## config.mk

```make
export PLATFORM = sky130hd
export DESIGN_NAME = pwv_ctrl
export DESIGN_NICKNAME = d
export VERILOG_FILES = /design/src/sv/pwv_pkg.sv /design/src/sv/pwv_ctrl.sv
export SDC_FILE = /design/constraint.sdc
export NUM_CORES = 1
export LEC_CHECK = 0
export BUFFER_PORTS_ARGS = -buffer_cell sky130_fd_sc_hd__buf_2
export CAP_MARGIN = 5
export CORE_AREA = 2 2 39 41
export CTS_CLUSTER_SIZE = 30
export DETAILED_ROUTE_END_ITERATION = 10
export DIE_AREA = 0 0 41 43
export GPL_ROUTABILITY_DRIVEN = 0
export PLACE_DENSITY = 0.62
export SLEW_MARGIN = 20
export SYNTH_ARGS = -nofsm -noshare
export SYNTH_HDL_FRONTEND = slang
export SYNTH_SLANG_ARGS = --single-unit
```

## constraint.sdc

```tcl
create_clock -name clk_i -period 1.2 [get_ports clk_i]
set_input_delay 0.06 -clock clk_i [delete_from_list [all_inputs] [get_ports clk_i]]
set_output_delay 0.06 -clock clk_i [all_outputs]
set_load 0.05 [all_outputs]
```

## src/sv/pwv_pkg.sv

```systemverilog
package pwv_pkg;

  // Default sizes of the neighbor limit and of the kernel lookup.
  localparam int unsigned DefMaxNeighbors  = 1024;
  localparam int unsigned DefExpTableDepth = 256;

  // Fixed field widths.
  localparam int DistW  = 16;
  localparam int CfgW   = 16;
  localparam int KernW  = 16;
  localparam int DecW   = 16;
  localparam int SumW   = 32;
  localparam int CountW = 11;
  localparam int AddrW  = 4;
  localparam int DataW  = 32;

  // Derived widths of the final ratio arithmetic.
  localparam int ProdW = SumW + CountW;          // pos_sum * neg_count
  localparam int TotW  = ProdW + 1;              // A + B
  localparam int EpcW  = CfgW + CountW;          // eps * pos_count
  localparam int LimW  = EpcW + CountW;          // eps * pos_count * neg_count
  localparam int NumW  = TotW + DecW;            // dividend of the rounded ratio
  localparam int DivSteps = DecW;
  localparam int DivCntW  = $clog2(DivSteps);

  localparam logic [CountW-1:0] CountMax  = '1;
  localparam logic [DecW-1:0]   DecPosMax = 16'h7FFF;
  localparam logic [DecW-1:0]   DecNegMax = 16'h8001;

  // Reset values of the configuration registers.
  localparam logic [CfgW-1:0] InvBwReset  = 16'd256;
  localparam logic [CfgW-1:0] MinKerReset = 16'd0;
  localparam logic [CfgW-1:0] EpsReset    = 16'd1;

  localparam logic [63:0] OneQ30 = 64'd1 << 30;

  typedef enum logic [1:0] {
    OUTCOME_NONE  = 2'd0,
    OUTCOME_NEG   = 2'd1,
    OUTCOME_POS   = 2'd2,
    OUTCOME_MIXED = 2'd3
  } outcome_e;

  typedef enum logic [1:0] {
    REG_INV_BW  = 2'd0,
    REG_MIN_KER = 2'd1,
    REG_EPS     = 2'd2
  } reg_idx_e;

  typedef enum logic [3:0] {
    S_IDLE,
    S_MUL,
    S_IDX,
    S_ROM,
    S_ACC,
    S_FIN_MUL,
    S_FIN_SUM,
    S_FIN_CHK,
    S_DIV,
    S_EMIT
  } state_e;

  // Commands from the controller to the datapath.
  typedef struct packed {
    logic capture;
    logic mul;
    logic idx;
    logic rom;
    logic acc;
    logic fin_mul;
    logic fin_sum;
    logic fin_chk;
    logic div_step;
    logic emit;
  } cmd_t;

  // Status from the datapath to the controller.
  typedef struct packed {
    logic last;
    logic need_div;
    logic div_done;
    logic out_free;
  } status_t;

  // Division of a series term by its small term index.
  function automatic logic [63:0] div_small(input logic [63:0] v, input int k);
    logic [63:0] r;
    case (k)
      1:  r = v;
      2:  r = v / 2;
      3:  r = v / 3;
      4:  r = v / 4;
      5:  r = v / 5;
      6:  r = v / 6;
      7:  r = v / 7;
      8:  r = v / 8;
      9:  r = v / 9;
      10: r = v / 10;
      11: r = v / 11;
      12: r = v / 12;
      13: r = v / 13;
      14: r = v / 14;
      15: r = v / 15;
      16: r = v / 16;
      17: r = v / 17;
      18: r = v / 18;
      19: r = v / 19;
      20: r = v / 20;
      21: r = v / 21;
      22: r = v / 22;
      23: r = v / 23;
      24: r = v / 24;
      default: r = v;
    endcase
    return r;
  endfunction

  // One kernel entry: exp(-u/2^26) in Q0.16 from u in Q2.30 scaled by 1/16.
  // The series gives exp(-u), four squarings raise it to the sixteenth power.
  function automatic logic [KernW-1:0] exp_from_u(input logic [63:0] u);
    logic [63:0]        term;
    logic signed [63:0] acc;
    logic [63:0]        t;
    term = OneQ30;
    acc  = $signed(OneQ30);
    for (int k = 1; k <= 24; k++) begin
      term = div_small((term * u) >> 30, k);
      if (k[0]) begin
        acc = acc - $signed(term);
      end else begin
        acc = acc + $signed(term);
      end
    end
    t = acc[63] ? 64'd0 : $unsigned(acc);
    if (t > OneQ30) begin
      t = OneQ30;
    end
    for (int s = 0; s < 4; s++) begin
      t = (t * t + (OneQ30 >> 1)) >> 30;
    end
    t = (t + 64'd8192) >> 14;
    return (t > 64'd65535) ? 16'hFFFF : t[KernW-1:0];
  endfunction

endpackage

```

## src/sv/pwv_ctrl.sv

```systemverilog
module pwv_ctrl (
  input  logic              clk_i,
  input  logic              rst_ni,
  input  logic              in_valid_i,
  output logic              in_stall_o,
  input  pwv_pkg::status_t  status_i,
  output pwv_pkg::cmd_t     cmd_o
);

  pwv_pkg::state_e state_q, state_d;

  // State register.
  always_ff @(posedge clk_i or negedge rst_ni) begin
    if (!rst_ni) begin
      state_q <= pwv_pkg::S_IDLE;
    end else begin
      state_q <= state_d;
    end
  end

  // Next state.
  always_comb begin
    state_d = state_q;
    unique case (state_q)
      pwv_pkg::S_IDLE:    if (in_valid_i) state_d = pwv_pkg::S_MUL;
      pwv_pkg::S_MUL:     state_d = pwv_pkg::S_IDX;
      pwv_pkg::S_IDX:     state_d = pwv_pkg::S_ROM;
      pwv_pkg::S_ROM:     state_d = pwv_pkg::S_ACC;
      pwv_pkg::S_ACC:     state_d = status_i.last ? pwv_pkg::S_FIN_MUL : pwv_pkg::S_IDLE;
      pwv_pkg::S_FIN_MUL: state_d = pwv_pkg::S_FIN_SUM;
      pwv_pkg::S_FIN_SUM: state_d = pwv_pkg::S_FIN_CHK;
      pwv_pkg::S_FIN_CHK: state_d = status_i.need_div ? pwv_pkg::S_DIV : pwv_pkg::S_EMIT;
      pwv_pkg::S_DIV:     if (status_i.div_done) state_d = pwv_pkg::S_EMIT;
      pwv_pkg::S_EMIT:    if (status_i.out_free) state_d = pwv_pkg::S_IDLE;
      default:            state_d = pwv_pkg::S_IDLE;
    endcase
  end

  // Commands to the datapath.
  always_comb begin
    cmd_o      = '0;
    in_stall_o = 1'b1;
    unique case (state_q)
      pwv_pkg::S_IDLE: begin
        in_stall_o    = 1'b0;
        cmd_o.capture = in_valid_i;
      end
      pwv_pkg::S_MUL:     cmd_o.mul      = 1'b1;
      pwv_pkg::S_IDX:     cmd_o.idx      = 1'b1;
      pwv_pkg::S_ROM:     cmd_o.rom      = 1'b1;
      pwv_pkg::S_ACC:     cmd_o.acc      = 1'b1;
      pwv_pkg::S_FIN_MUL: cmd_o.fin_mul  = 1'b1;
      pwv_pkg::S_FIN_SUM: cmd_o.fin_sum  = 1'b1;
      pwv_pkg::S_FIN_CHK: cmd_o.fin_chk  = 1'b1;
      pwv_pkg::S_DIV:     cmd_o.div_step = 1'b1;
      pwv_pkg::S_EMIT:    cmd_o.emit     = status_i.out_free;
      default:            cmd_o          = '0;
    endcase
  end

`ifndef SYNTH
  // A result is only written when the output register can take it.
  a_emit_free: assert property (@(posedge clk_i) disable iff (!rst_ni)
    cmd_o.emit |-> status_i.out_free)
    else $error("result written into a full output register");
`endif

endmodule

```

Word-level counts from Yosys, hierarchy flattened
Cells that the tools add are included.

Output and inout port bits: 11. Register bits: 4. Input bits: 7. Word-level logic and storage cells: 32.

Multiplexer cells: 17. Reduce and logical (&&, ||, !) cells: 2. Equality and inequality tests: 12.

Operators with widths (count): $pmux W4 S10 (1); $eq A4 B3 Y1 const B (4); $mux W1 (12); $mux W4 (3); $eq A4 B2 Y1 const B (2); $eq A4 B4 Y1 const B (2); $ne A2 B2 Y1 const B (3); $eq A4 B1 Y1 const B (1); $logic_not A4 Y1 (1); $mux W3 (1); $reduce_and A3 Y1 (1).

Depth between registers and ports, before layout
Depth after elaboration: 3. Depth in mapped cells: 5. Mapped depth without buffers: 4.

Least setup slack after synthesis
No wires, ideal clock.

Path kind: register -> output. From: reg state_q[0]. To: out cmd_o[7] in the netlist's numbering. Stages on the path, launching flop included: 4. Path buffers: 1. Required time: 1.140 ns. Arrival time: 1.714 ns. Path slack: -0.574 ns. Cells stage by stage: dfrtp_1 -> buf_6 -> nand2b_1 -> nor3_1.

RTL lines: start, declared (RTL line pwv_ctrl.sv:10) `pwv_pkg::state_e state_q, state_d;`; start signal, assigned (RTL line pwv_ctrl.sv:15) `state_q <= pwv_pkg::S_IDLE;`; start signal, assigned (RTL line pwv_ctrl.sv:17) `state_q <= state_d;`; end, declared (RTL line pwv_ctrl.sv:7) `output pwv_pkg::cmd_t cmd_o`.

==> flow_metrics.env <==
export IMPL_synth_area_leader_cell="dfrtp_1"
export IMPL_crit_buf_inv=1
export IMPL_cts_path_max_buffers=2
export IMPL_setup_worst_path_class="reg -> out"
export IMPL_ir_worst_vdd_v=0.00212
export IMPL_grt_ovfl_total=0
export IMPL_dpl_hpwl_um=652
export IMPL_top_register="state_q"
export IMPL_path_cells="and2b_1, and3_4, buf_8"
export IMPL_drt_pre_antenna_iters=3
export IMPL_fin_crit_ps=1310
export IMPL_clockRootBuffer="clkbuf_4"
export IMPL_syn2layout_area_growth_pct=132
export IMPL_detail_route_vias_per_cell=4.87
export IMPL_crit_fanout=5
export IMPL_pwr_density_cell_nw_per_um2=3320
export IMPL_finalWirelength_um=1280
export IMPL_fin_util_pct=56.9
export IMPL_grt_max_degree=7
export IMPL_final_hold_viol_count=0
export IMPL_report_final_setup_viol=11
export IMPL_clk_latency_ps=250
export IMPL_ys_types=22
export IMPL_synth_top_cell_area_share_pct=29.5
export IMPL_violations="setup timing"
export IMPL_p_sw_mw=1.34
export IMPL_grt_pass1_vias=458
export IMPL_ant_nets=0
export IMPL_syn_num_nets=52
export IMPL_synthArstFlopShare_pct=100
export IMPL_postLayoutSetupSlackWorst_ps=-109
export IMPL_port_buffers=17
export IMPL_largest_register_ffs=4
export IMPL_critPathMaxStageDelay_ps=460
export IMPL_place_area_um2=467
export IMPL_p_int_mw=1.28
export IMPL_yosys_warnings=0
export IMPL_clkSinkCount=4
export IMPL_crit_family="flip-flops"
export IMPL_clkPwrFrac_pct=6.9
export IMPL_start_util_pct=24.5
export IMPL_syn_avg_cell_area_um2=7.54
export IMPL_pre_cts_slack_ps=-54.5
export IMPL_crit_required_ps=1140
export IMPL_synth_top_family_by_area="simple AND/OR/NAND/NOR gates"
export IMPL_ys_flop_type="dfrtp_1"
export IMPL_wl_per_cell_um=13.5
export IMPL_die_x_um=41
export IMPL_tightest_slew_ps=238
export IMPL_diodes=0
export IMPL_slowest_stage="dfrtp_2"
export IMPL_p_comb_share_pct=79.0
export IMPL_drc=0
export IMPL_yosys_area_share_simple_pct=37.6
export IMPL_ys_top_cells_by_area="dfrtp_1 30%, nor2_1 8.9%, buf_6 6.6%"
export IMPL_drt_iter0_drc=5
export IMPL_relSlewSlack_pct=84.1
export IMPL_finClkSkew_ps=6.67
export IMPL_status="complete, but fails checks"
export IMPL_tritoncts="done"
export IMPL_fin_area_um2=787
export IMPL_fin_nets=88
export IMPL_drive_gt1_share_pct=78.5
export IMPL_rsz0062_at_grt="true"
export IMPL_antenna_found_initial=0
export IMPL_cts_htree_levels=1
export IMPL_fp_coreArea_um2=1380
export IMPL_synth_edf_count=0
export IMPL_power_leakage_nw=0.353
export IMPL_synth_xor_area_share_pct=0
export IMPL_yosysSeqAreaShare_pct=29.5
export IMPL_critPathCaptureType="primary output"
export IMPL_clock_fmax_mhz=764
export IMPL_grt_pass1_wl_um=1840
export IMPL_clkSlewWorstSetupHoldPaths_ps=40
export IMPL_hold_path_class="in -> reg"
export IMPL_p_sw_share_pct=51.1
export IMPL_synthCells=45
export IMPL_io_pins=18
export IMPL_rows=14
export IMPL_maxCapViolations=0
export IMPL_synthAdderAreaFrac_pct=0
export IMPL_drv_slew=0
export IMPL_grt_total_usage_pct=15.9
export IMPL_start_kind="register"
export IMPL_layout_common_cells="12 x buf_6, 11 x buf_4, 6 x buf_2"
export IMPL_final_common_cell="buf_6"
export IMPL_die_h_um=43
export IMPL_via_count=463
export IMPL_whs_ps=59.9
export IMPL_synth_compound_area_share_pct=20.7
export IMPL_fillers=115
export IMPL_finalCritPeriodShare_pct=109
export IMPL_synth_seq_cells=4
export IMPL_cts_inserted_buffers=3
export IMPL_power_frac_seq_pct=14.1
export IMPL_worstPathArrival_ps=1250
export IMPL_syn_cell_area_um2=339
export IMPL_reg_largest_list="state_q (4)"
export IMPL_die_area_um2=1760
export IMPL_muxShareOfSynthArea_pct=0
synthesized netlist by cell type (2+ instances only):
| master | instances |
|---|---|
| nand2_1 | 6 |
| and3_1 | 2 |
| dfrtp_1 | 4 |
| buf_6 | 2 |
| inv_1 | 2 |
| nor3_1 | 4 |
| nor2_1 | 8 |
| a21oi_1 | 3 |
power by group through the flow:
stage / clock network, mW / registers, mW / logic (mW)
after global placement: 0 / 0.355 / 1.17
after floorplan: 0 / 0.246 / 1.05
after global routing: 0.191 / 0.382 / 2.19
final: 0.181 / 0.369 / 2.07
after CTS: 0.182 / 0.350 / 1.79
after detailed placement: 0 / 0.357 / 1.17
path summary, 6_finish.rpt:
path | end | startpoint | slack (ps) | cells past startpoint
max reg2reg | state_q[0] | state_q[2] | -80 | 5
min | state_q[0] | status_i[0] | 60 | 2
max | cmd_o[0] | state_q[1] | -110 | 3
min reg2reg | state_q[2] | state_q[3] | 670 | 2
max in group asynchronous | state_q[0] | rst_ni | 930 | 2
min in group asynchronous | state_q[2] | rst_ni | 140 | 2
through the flow:
stage,TNS (ps),instances,power [mW]
3_3_place_gp,-42.0,79,1.52
2_1_floorplan,-1030,45,1.30
5_1_grt,-1320,95,2.76
4_1_cts,-821,92,2.32
6_report,-777,95,2.61
3_5_place_dp,-136,79,1.52
what timing repair did:
action                                  CTS  global route
hold endpoints to repair                  4             0
pin swaps                                 6             7
resized for setup                        40            17
endpoints found under the setup margin   13            13
hold buffers                              1             0
setup buffers                             9             3
cells by family (layout without fill, tap and decap cells):
logic type,Yosys count,in the layout
simple gates,25,25
flops,4,4
compound gates,10,10
buf+inv,6,40
layout make-up:
| type | instances | area (um2) | area share, % |
|---|---|---|---|
| timing repair buffer | 34 | 323 | 41.0 |
| multi-input combinational | 35 | 305 | 38.8 |
| tap | 16 | 20.0 | 2.54 |
| inverter | 3 | 11.3 | 1.43 |
| sequential | 4 | 105 | 13.4 |
| clock buffer | 3 | 22.5 | 2.86 |
routing by layer:
metal	up-vias	share of wire (%)	global-route usage, %
met5	-	0	0
met4	0	7.3	12.0
met3	10	7.7	4.71
met2	27	50	25.0
met1	206	35	16.6
li1	220	-	-
Note: power is estimated with default switching activity, not from simulation.
